File: src/design/u8u32_pkg.sv
// shared types, constants and helpers for the utf-8 to utf-32 decoder
`timescale 1ns / 1ps

package u8u32_pkg;

   // field widths
   localparam int BYTE_W  = 8;
   localparam int CP_W    = 21;
   localparam int COUNT_W = 13;
   localparam int CAP_W   = 14;

   // defaults
   localparam int unsigned MAX_CHARS_DEFAULT = 8192;
   localparam logic [CAP_W-1:0] CAP_RESET    = 14'd8192;
   localparam int unsigned COUNT_MAX         = 8191;

   // sequence length codes (continuation bytes of the current character)
   localparam logic [1:0] SEQ_NONE  = 2'd0;
   localparam logic [1:0] SEQ_TWO   = 2'd1;
   localparam logic [1:0] SEQ_THREE = 2'd2;
   localparam logic [1:0] SEQ_FOUR  = 2'd3;

   // shortest-form lower bounds and surrogate range
   localparam logic [CP_W-1:0] MIN_TWO   = 21'h00080;
   localparam logic [CP_W-1:0] MIN_THREE = 21'h00800;
   localparam logic [CP_W-1:0] MIN_FOUR  = 21'h10000;
   localparam logic [CP_W-1:0] SURR_LO   = 21'h0D800;
   localparam logic [CP_W-1:0] SURR_HI   = 21'h0DFFF;

   // per-string decoder state
   typedef struct packed {
      logic [1:0]         pending;
      logic [1:0]         seq_len;
      logic [CP_W-1:0]    partial;
      logic [COUNT_W-1:0] count;
      logic               err;
   } dec_state_type;

   // one decode step outcome
   typedef struct packed {
      logic               emit;
      logic [CP_W-1:0]    code_point;
      logic               is_end;
      logic [COUNT_W-1:0] char_count;
      logic               status;
   } dec_result_type;

   // characters kept per string for a given buffer size
   function automatic logic [COUNT_W-1:0] char_limit(input logic [CAP_W-1:0] cap,
                                                     input int unsigned max_chars);
      int unsigned c;
      c = 32'(cap);
      if (c > max_chars) c = max_chars;
      if (c == 0) return '0;
      c = c - 1;
      if (c > COUNT_MAX) c = COUNT_MAX;
      return c[COUNT_W-1:0];
   endfunction

endpackage

File: src/design/utf8_to_utf32_decoder.sv
// top level: request register, decode step, result register
`timescale 1ns / 1ps

// Streaming UTF-8 to UTF-32 decoder. One byte is taken per request and a zero
// byte ends a string; each completed character within the limit gives one
// result, and the terminator gives an end result with the character count and
// an error flag. The block accepts one byte every cycle while rsp_ready is high;
// a result is registered on its way out: the request register feeds the single
// decode step on the per-string state, which loads the result register, and a
// waiting result holds the step back. The rate of one byte per cycle is set by
// that decode step, which updates the state once per byte. The user must write
// capacity through the csr port only while no request or result is in flight;
// the block itself does not enforce this, and csr writes are always taken.

module utf8_to_utf32_decoder
   import u8u32_pkg::*;
#(
   parameter int unsigned MAX_CHARS = MAX_CHARS_DEFAULT
) (
   input  logic               clock,
   input  logic               reset,
   input  logic               req_valid,
   output logic               req_ready,
   input  logic [BYTE_W-1:0]  req_data_byte,
   output logic               rsp_valid,
   input  logic               rsp_ready,
   output logic [CP_W-1:0]    rsp_code_point,
   output logic               rsp_is_end,
   output logic [COUNT_W-1:0] rsp_char_count,
   output logic               rsp_status,
   input  logic               csr_valid,
   output logic               csr_ready,
   input  logic [CAP_W-1:0]   csr_capacity
);

   logic               in_valid_ff;
   logic [BYTE_W-1:0]  in_byte_ff;
   logic               out_valid_ff;
   dec_result_type     out_ff;
   logic               step_en;
   logic [COUNT_W-1:0] limit;
   dec_result_type     result;

   // configuration
   assign csr_ready = 1'b1;

   u8u32_csr #(
      .MAX_CHARS (MAX_CHARS)
   ) u_csr (
      .clock       (clock),
      .reset       (reset),
      .wr_en       (csr_valid & csr_ready),
      .wr_capacity (csr_capacity),
      .limit       (limit)
   );

   // the held byte advances when the result register can take its outcome
   assign step_en   = in_valid_ff && (!out_valid_ff || rsp_ready);
   assign req_ready = !in_valid_ff || step_en;

   // request register
   always_ff @(posedge clock) begin
      if (reset) begin
         in_valid_ff <= 1'b0;
      end else if (req_ready) begin
         in_valid_ff <= req_valid;
      end
   end

   always_ff @(posedge clock) begin
      if (req_valid && req_ready) begin
         in_byte_ff <= req_data_byte;
      end
   end

   u8u32_decode u_decode (
      .clock     (clock),
      .reset     (reset),
      .step_en   (step_en),
      .data_byte (in_byte_ff),
      .limit     (limit),
      .result    (result)
   );

   // result register
   always_ff @(posedge clock) begin
      if (reset) begin
         out_valid_ff <= 1'b0;
      end else if (step_en && result.emit) begin
         out_valid_ff <= 1'b1;
      end else if (rsp_ready) begin
         out_valid_ff <= 1'b0;
      end
   end

   always_ff @(posedge clock) begin
      if (step_en && result.emit) begin
         out_ff <= result;
      end
   end

   assign rsp_valid      = out_valid_ff;
   assign rsp_code_point = out_ff.code_point;
   assign rsp_is_end     = out_ff.is_end;
   assign rsp_char_count = out_ff.char_count;
   assign rsp_status     = out_ff.status;

   // every emitted outcome is presented on the next cycle
   assert property (@(posedge clock) disable iff (reset)
      step_en && result.emit |=> rsp_valid)
      else $error("decoded result not presented");

   // a waiting result is never overwritten by a step
   assert property (@(posedge clock) disable iff (reset)
      rsp_valid && !rsp_ready |-> !step_en)
      else $error("decode step while result stalled");

endmodule

File: src/design/u8u32_csr.sv
// capacity register, kept as the derived per-string character limit
`timescale 1ns / 1ps

module u8u32_csr
   import u8u32_pkg::*;
#(
   parameter int unsigned MAX_CHARS = MAX_CHARS_DEFAULT
) (
   input  logic               clock,
   input  logic               reset,
   input  logic               wr_en,
   input  logic [CAP_W-1:0]   wr_capacity,
   output logic [COUNT_W-1:0] limit
);

   logic [COUNT_W-1:0] limit_ff;
   logic [COUNT_W-1:0] limit_in;

   // limit follows the written buffer size
   assign limit_in = char_limit(wr_capacity, MAX_CHARS);

   always_ff @(posedge clock) begin
      if (reset) begin
         limit_ff <= char_limit(CAP_RESET, MAX_CHARS);
      end else if (wr_en) begin
         limit_ff <= limit_in;
      end
   end

   assign limit = limit_ff;

endmodule

File: src/design/u8u32_decode.sv
// per-byte decode step and the per-string decoder state
`timescale 1ns / 1ps

module u8u32_decode
   import u8u32_pkg::*;
(
   input  logic               clock,
   input  logic               reset,
   input  logic               step_en,
   input  logic [BYTE_W-1:0]  data_byte,
   input  logic [COUNT_W-1:0] limit,
   output dec_result_type     result
);

   dec_state_type      state_ff;
   dec_state_type      state_in;
   logic [CP_W-1:0]    acc;
   logic [CP_W-1:0]    lowest;
   logic [1:0]         pending_dec;

   // gathered value with this continuation byte appended
   assign acc         = {state_ff.partial[CP_W-7:0], data_byte[5:0]};
   assign pending_dec = state_ff.pending - 2'd1;

   // shortest-form bound for the sequence in progress
   always_comb begin
      case (state_ff.seq_len)
         SEQ_TWO:   lowest = MIN_TWO;
         SEQ_THREE: lowest = MIN_THREE;
         default:   lowest = MIN_FOUR;
      endcase
   end

   // decode one byte
   always_comb begin
      state_in          = state_ff;
      result.emit       = 1'b0;
      result.code_point = '0;
      result.is_end     = 1'b0;
      result.char_count = '0;
      result.status     = 1'b0;
      if (data_byte == '0) begin
         // terminator: report and rearm
         result.emit       = 1'b1;
         result.is_end     = 1'b1;
         result.char_count = state_ff.count;
         result.status     = state_ff.err | (state_ff.pending != 2'd0);
         state_in          = '0;
      end else if (state_ff.err) begin
         // skip until terminator
         state_in = state_ff;
      end else if (state_ff.pending == 2'd0) begin
         if (state_ff.count >= limit) begin
            // buffer full, drop silently
            state_in = state_ff;
         end else if (!data_byte[7]) begin
            result.emit       = 1'b1;
            result.code_point = CP_W'(data_byte);
            state_in.count    = state_ff.count + 1'b1;
         end else if (data_byte[7:5] == 3'b110) begin
            state_in.partial = CP_W'(data_byte[4:0]);
            state_in.pending = 2'd1;
            state_in.seq_len = SEQ_TWO;
         end else if (data_byte[7:4] == 4'b1110) begin
            state_in.partial = CP_W'(data_byte[3:0]);
            state_in.pending = 2'd2;
            state_in.seq_len = SEQ_THREE;
         end else if (data_byte[7:3] == 5'b11110) begin
            state_in.partial = CP_W'(data_byte[2:0]);
            state_in.pending = 2'd3;
            state_in.seq_len = SEQ_FOUR;
         end else begin
            // stray continuation or invalid lead
            state_in.err     = 1'b1;
            state_in.pending = 2'd0;
            state_in.seq_len = SEQ_NONE;
            state_in.partial = '0;
         end
      end else if (data_byte[7:6] != 2'b10) begin
         // bad continuation byte
         state_in.err     = 1'b1;
         state_in.pending = 2'd0;
         state_in.seq_len = SEQ_NONE;
         state_in.partial = '0;
      end else if (pending_dec != 2'd0) begin
         state_in.partial = acc;
         state_in.pending = pending_dec;
      end else begin
         // last continuation byte
         state_in.pending = 2'd0;
         state_in.seq_len = SEQ_NONE;
         state_in.partial = '0;
         if (acc < lowest) begin
            state_in.err = 1'b1;
         end else begin
            result.emit       = 1'b1;
            result.code_point = acc;
            state_in.count    = state_ff.count + 1'b1;
            state_in.err      = (acc >= SURR_LO) && (acc <= SURR_HI);
         end
      end
   end

   // state registers
   always_ff @(posedge clock) begin
      if (reset) begin
         state_ff <= '0;
      end else if (step_en) begin
         state_ff <= state_in;
      end
   end

   // a terminator always leaves a clean state
   assert property (@(posedge clock) disable iff (reset)
      step_en && data_byte == '0 |=>
         state_ff.count == '0 && state_ff.pending == 2'd0 && !state_ff.err)
      else $error("decoder state not cleared after terminator");

   // pending continuation bytes never exceed the sequence length
   assert property (@(posedge clock) disable iff (reset)
      state_ff.pending != 2'd0 |->
         state_ff.seq_len != SEQ_NONE && state_ff.pending <= state_ff.seq_len)
      else $error("pending count inconsistent with sequence length");

   // after an error only the terminator gives a result
   assert property (@(posedge clock) disable iff (reset)
      step_en && state_ff.err && data_byte != '0 |-> !result.emit)
      else $error("character emitted after error");

   // an error never coexists with an open sequence
   assert property (@(posedge clock) disable iff (reset)
      state_ff.err |-> state_ff.pending == 2'd0)
      else $error("open sequence while in error");

endmodule
File: config.mk
export PLATFORM = sky130hd
export DESIGN_NAME = utf8_to_utf32_decoder
export DESIGN_NICKNAME = d
export VERILOG_FILES = /design/src/design/u8u32_pkg.sv /design/src/design/utf8_to_utf32_decoder.sv /design/src/design/u8u32_csr.sv /design/src/design/u8u32_decode.sv
export SDC_FILE = /design/constraint.sdc
export NUM_CORES = 1
export LEC_CHECK = 0
export BUFFER_PORTS_ARGS = -buffer_cell sky130_fd_sc_hd__buf_2
export CAP_MARGIN = 20
export CORE_MARGIN = 2
export CORE_UTILIZATION = 30
export DETAILED_ROUTE_END_ITERATION = 8
export SKIP_CTS_REPAIR_TIMING = 1
export SYNTH_ARGS = -nofsm -noshare
export SYNTH_HDL_FRONTEND = slang
export SYNTH_SLANG_ARGS = --single-unit
File: constraint.sdc
create_clock -name clock -period 8.7 [get_ports clock]
set_input_delay 1.305 -clock clock [delete_from_list [all_inputs] [get_ports clock]]
set_output_delay 1.305 -clock clock [all_outputs]
set_load 0.01 [all_outputs]
==> run metrics, run 1 <==
outcome=complete, no violations; RR Endpoint=rsp_code_point[3]$_SDFFCE_PP0P_; post-synth top area share=27.5%; H-tree levels=3; initial antenna violation count=0; initial DRC count=345; largest net degree at the start of global routing=27; Ant. Diodes=0; Syn Nets=531; Crit. Startpoint=u_decode.state_ff[35]$_SDFFE_PP0P_; Post-Synthesis Cells=482; insertion delay to the later sink of the worst-skew pair=350 ps; Min Clock Period, post-route=3190 ps; dominant cells by area after synthesis=edfxtp_1, dfxtp_1, ha_1; Yosys reg bits=92; die width=130 um; number of global-route vias before repair=3529; Final #Nets=592; via/cell ratio=5.03; Total GRT Usage=13.6%; fmax=0.314 GHz; startpoint types=register; Die ar.=17000 sq um; Final ANT Viol Nets=0; CTS root buffer=clkbuf_16; synthesized area=4800 sq um; worst vdd ir=77.9 uV; io pins=66; clock slew at reported path FFs=70 ps; Initial Util=30.4%; FFs w/ async S/R, synth=0%; EDFF count, synth=44; CTS tree=done; 1st-pass router iterations=5; Mapped Avg Cell Area=9.95 sq um; dominant synthesized flop cell=dfxtp_1; CTS buffer count=9; # port buffers=64; Min-Delay Path Class=register to register; CP max FO=19; CP Data Arrival Time=3270 ps; Setup CP Type=register to register; setup TNS=0 ps; first-pass GRT wire length=18300 um; Hold Fails Final Rpt=0; core footprint=15800 sq um; CP endpoint kind=register; total gr overflow=0; Reg2Reg Setup Slack=5510 ps; top cell type by total area after synthesis=edfxtp_1; synth cell count leaders=dfxtp_1, edfxtp_1, nand2_1; gpl congestion=0.892; share of cells above drive strength 1=19.2%; Worst Skew=11.7 ps; vias post-DR=3843; WL/cell=14.6 um; Slew @ Worst Pin=984 ps; Die Height=130 um; Final period util=36.7%; DRC=0; worst r2r src=u_decode.state_ff[35]$_SDFFE_PP0P_; headroom to the max-slew limit=34.4%; pwr/cell area=171 nW/um^2; CP Capture Point=rsp_code_point[3]$_SDFFCE_PP0P_; Rows=46; leakage power total=0.00233 uW; sequential share of the synthesized area=47.6%; most frequent cell after synthesis=dfxtp_1; library cells used by synthesis=73; WL final=11200 um; DP Worst Slack=5240 ps; Critical Path RT=8790 ps; Reg2Reg Depth=11; fillcell total=1669; Detailed Place HPWL=8430 um; Max Cap Viol=0; Area growth syn-to-layout=16.3%; RSZ-0062 raised after global routing=no; post-route setup slack=5510 ps; count of final setup violators=0; Clock Tree Buf Depth=2; clock tree sinks=92; Final Max Tran Viols=0; synth warn=0
report_power, final:
group	internal (uW)	switching, uW	total [uW]
registers	465	8.90	474
clock network	201	180	382
logic	35.1	65.7	101
critical path, stage by stage (launching register included):
cell,delay (ps)
dfxtp_1,380
inv_1,60
ha_1,270
inv_1,40
ha_1,200
nor4_1,220
nand2_1,110
o22ai_1,250
a211oi_2,160
o311ai_4,460
inv_1,420
buf_4,350
metal layers:
metal / GRT usage, % / part of all wire [%] / up-vias
met5: 0 / 0 / -
met4: 4.07 / 1.2 / 0
met3: 2.81 / 6.4 / 13
met2: 19.2 / 41 / 136
met1: 20.9 / 51 / 1769
li1: - / - / 1925
stage by stage:
stage | cell area, sq um | std cells | hold slack [ps] | total power (uW) | util, %
2_1_floorplan | 4800 | 482 | 450 | 555 | -
3_3_place_gp | 5280 | 747 | 479 | 583 | 33.5
3_5_place_dp | 5280 | 748 | 477 | 584 | 33.5
4_1_cts | 5580 | 764 | 486 | 963 | 35.4
5_1_grt | 5580 | 764 | 513 | 995 | 35.4
6_report | 5580 | 764 | 484 | 957 | 35.4
worst min path at each step:
stage	startpoint	to	slack [ps]	depth (start not counted)
finish	u_decode.state_ff[1]$_SDFFE_PP0P_	u_decode.state_ff[1]$_SDFFE_PP0P_	480	2
global route	u_csr.limit[8]$_SDFFE_PP1P_	u_csr.limit[8]$_SDFFE_PP1P_	510	2
CTS	u_decode.state_ff[1]$_SDFFE_PP0P_	u_decode.state_ff[1]$_SDFFE_PP0P_	490	2
detailed placement	u_decode.state_ff[1]$_SDFFE_PP0P_	u_decode.state_ff[1]$_SDFFE_PP0P_	480	2
global placement	u_decode.acc[20]$_SDFFE_PP0P_	u_decode.acc[20]$_SDFFE_PP0P_	480	2
floorplan	u_decode.state_ff[13]$_SDFFE_PP0P_	u_decode.state_ff[13]$_SDFFE_PP0P_	450	1
registers in the layout, indices dropped and copies added (netlist names), 8 cells and up:
register           count
rsp_char_count        13
u_decode.state_ff     18
rsp_code_point        21
in_byte_ff             8
u_decode.acc          15
u_csr.limit           13
layout make-up:
cell class / count / area [sq um] / area share [%]
inverters: 30 / 113 / 2.02
multi-input cells: 343 / 2280 / 40.8
repair buffers: 67 / 340 / 6.10
flip-flops and latches: 92 / 2280 / 40.9
clock inverters: 7 / 70.1 / 1.26
well taps: 216 / 270 / 4.84
clock buffers: 9 / 225 / 4.04
logic make-up after synthesis:
kind of cell | share of synthesized area [%]
AO/OA/AOI/OAI | 19.2
XOR/XNOR | 0.730
adder cells (fa/ha/maj) | 5.74
buffers and inverters | 4.93
flip-flops | 47.6
multiplexers | 0.626
other | 0.0782
AND/OR/NAND/NOR | 21.2
placed cells by master, fill, tap and decap left out, types with 3 or more instances in the layout:
cell / n
ha_1: 22
a21oi_1: 23
o221ai_1: 3
nor2_1: 30
or4_1: 3
a221o_1: 6
a211oi_1: 3
dfxtp_1: 48
o211a_1: 3
a22o_1: 7
and3_1: 6
inv_1: 26
o21ai_0: 24
buf_2: 65
clkbuf_16: 9
nand2_1: 39
nand3_1: 19
nand4_1: 11
nor4_1: 7
edfxtp_1: 44
clkinv_1: 3
a31oi_1: 24
mux2i_1: 3
a41o_1: 3
nor2b_1: 4
nor3_1: 7
o211ai_1: 4
and2_1: 35
nand2b_1: 5
Note: power is estimated with default switching activity, not from simulation.
==> inputs of run 2 (changes only) <==
- clock period: 8.7 -> 3 ns (I/O delays scaled with it)
==> run 2 against run 1 <==
Effect of this change: routed wire length rose by 3.9%; fmax rose by 16%; highest routed layer unchanged; non-clock buffer count rose by 7; flip-flop and latch count did not move; register-to-register slack got worse by 5300 ps; worst hold slack got worse by 200 ps; clock power rose to 3.1 times the previous value; total power rose to 3.0 times the previous value; setup slack got worse by 5300 ps.
==> run metrics, run 2 (synthesis gave the netlist of run 1 again) <==
Final #Nets=599 (+1.2%); crit-path most repeated cell=a21oi_1; Ant. Diodes=0 (unchanged); area of the multi-input gates=2280 sq um (unchanged); worst vdd ir=292 uV (+280%); HP Start=req_data_byte[1]; Worst Hold End=in_byte_ff[1]$_DFFE_PP_; outcome=complete, no violations; Worst Skew=9.92 ps (-1.81 ps); Slew @ Worst Pin=880 ps (-104 ps); 1st-pass router iterations=5 (unchanged); most common cell after layout, fill and taps aside=buf_2; insertion delay to the later sink of the worst-skew pair=350 ps (about the same); Final Max Tran Viols=0 (unchanged); Max Cap Viol=0 (unchanged); WL final=11600 um (+3.9%); CP endpoint kind=register; Clock Tree Buf Depth=2 (unchanged); Logic pwr share=10.6% (about the same); # port buffers=64 (unchanged); number of global-route vias before repair=3788 (+7.3%); Cell Chain, Critical Path=ha_1, a21oi_1, o21ai_0, a21oi_1, a21oi_1, a2bb2oi_2, and2_1; startpoint types=register; FF+latch area=2280 sq um (unchanged); most frequent cells in the layout=buf_2, dfxtp_1, edfxtp_1; CP max FO=13 (-6); M1 WL=5770 um (+1.2%); total gr overflow=0 (unchanged); Rows=46 (unchanged); CTS tree=done; Min Clock Period, post-route=2750 ps (-435 ps); Placed Area=5340 sq um (+1.0%); first-pass GRT wire length=19100 um (+4.7%); Hold Fails Final Rpt=0 (unchanged); placed cells=755 (+0.94%); sequential share of power=48.1% (-1.5 points); CP peak stage delay=730 ps (+270 ps); Area growth syn-to-layout=17.8%; clock slew at reported path FFs=60 ps (about the same); DRC=0 (unchanged); Die Height=130 um (unchanged); largest net degree at the start of global routing=32 (+19%); clock tree sinks=92 (unchanged); vias post-DR=3913 (+1.8%); CP Data Arrival Time=2850 ps (-420 ps); Detailed Place HPWL=8660 um (+2.8%); switch share=24.5% (-2.1 points); worst r2r src=u_decode.state_ff[11]$_SDFFE_PP0P_; Total GRT Usage=14.4% (+0.83 points); Reg2Reg Depth=7 (-4); setup TNS=0 ps (unchanged); Final ANT Viol Nets=0 (unchanged); Crit path max-delay family=compound AO/OA/AOI/OAI gates; Setup CP Type=register to register; fmax=0.363 GHz (+16%); Min-Delay Path Class=input pin to register; core footprint=15800 sq um (unchanged); H-tree levels=3 (unchanged); count of final setup violators=0 (unchanged); Util after Layout=35.8% (+0.45 points); RR Endpoint=rsp_code_point[2]$_SDFFCE_PP0P_; pwr/cell area=506 nW/um^2 (+200%); Pint=2160 uW (+210%); initial DRC count=366 (+6.1%); initial antenna violation count=0 (unchanged); number of flip-flops in the largest register=21 (unchanged); RSZ-0062 raised after global routing=no; Clock power frac=41.3% (+1.4 points); Final period util=91.8% (+55 points); share of cells above drive strength 1=20.0% (+0.84 points); Reg2Reg Setup Slack=250 ps (-5260 ps); fillcell total=1661 (-0.48%); non-filler instance count after layout=771 (+0.92%); metal3 WL=719 um (+0.14%); io pins=66 (unchanged); Die ar.=17000 sq um (unchanged); post-route cell area=5650 sq um (+1.3%); CTS root buffer=clkbuf_16; Critical Path RT=3100 ps (-5690 ps); Sw Pwr=701 uW (+170%); WL met2=4940 um (+7.1%); gpl congestion=0.893 (about the same); Hold Path Depth=1 (-1); headroom to the max-slew limit=41.3% (+6.9 points); Top Layer Used=met4; CP max stage cell=a21oi_1; WL/cell=15.0 um (+3.0%); leakage power total=0.00238 uW (+2.1%); via/cell ratio=5.08 (+0.90%); CTS buffer count=9 (unchanged); Worst Path Buf+Inv=0 (-4); Initial Util=30.4% (unchanged); die width=130 um (unchanged)
-- run 2: cell type report --
cell class                 instances  share of cell area (%)
clock buffer                      11                    4.50
clock inverter                     5                    1.02
inverter                          30                    1.99
multi-input combinational        343                    40.3
sequential                        92                    40.4
tap                              216                    4.78
timing repair buffer              74                    7.00
-- run 2: worst max path at each step --
stage | start | end | slack (ps) | cells past startpoint
2_1_floorplan | u_decode.state_ff[35]$_SDFFE_PP0P_ | rsp_char_count[0]$_SDFFCE_PN0P_ | 140 | 9
3_3_place_gp | in_byte_ff[7]$_DFFE_PP_ | rsp_code_point[10]$_SDFFCE_PP0P_ | 350 | 7
3_5_place_dp | u_csr.limit[10]$_SDFFE_PP1P_ | rsp_code_point[2]$_SDFFCE_PP0P_ | 270 | 8
4_1_cts | u_csr.limit[10]$_SDFFE_PP1P_ | rsp_code_point[2]$_SDFFCE_PP0P_ | 250 | 8
5_1_grt | u_csr.limit[10]$_SDFFE_PP1P_ | rsp_code_point[2]$_SDFFCE_PP0P_ | 8 | 8
6_report | u_decode.state_ff[11]$_SDFFE_PP0P_ | rsp_code_point[2]$_SDFFCE_PP0P_ | 250 | 7
-- run 2: power groups by stage --
stage | Sequential (uW) | Combinational [uW] | Clock, uW
after floorplan | 1400 | 211 | 0
after global placement | 1400 | 295 | 0
after detailed placement | 1400 | 300 | 0
after CTS | 1380 | 302 | 1200
after global routing | 1380 | 341 | 1250
final | 1380 | 302 | 1180
-- run 2: metal layers --
metal | vias to the layer above | GRT usage, %
li1 | 1939 | -
met1 | 1845 | 20.7
met2 | 118 | 21.3
met3 | 11 | 2.93
met4 | 0 | 5.88
met5 | - | 0
-- run 2: worst reg2reg max path, stage by stage, from the launching register on --
cell and delay (ps):
dfxtp_1 360, ha_1 320, a21oi_1 60, o21ai_0 260, a21oi_1 140, a21oi_1 730
a2bb2oi_2 360, and2_1 280
-- run 2: through the flow --
| step | setup slack (ps) | total power [uW] | hold slack [ps] |
|---|---|---|---|
| after global placement | 353 | 1700 | 475 |
| after CTS | 254 | 2880 | 269 |
| after floorplan | 143 | 1610 | 450 |
| after global routing | 7.79 | 2970 | 265 |
| after detailed placement | 269 | 1700 | 476 |
| final | 246 | 2860 | 282 |
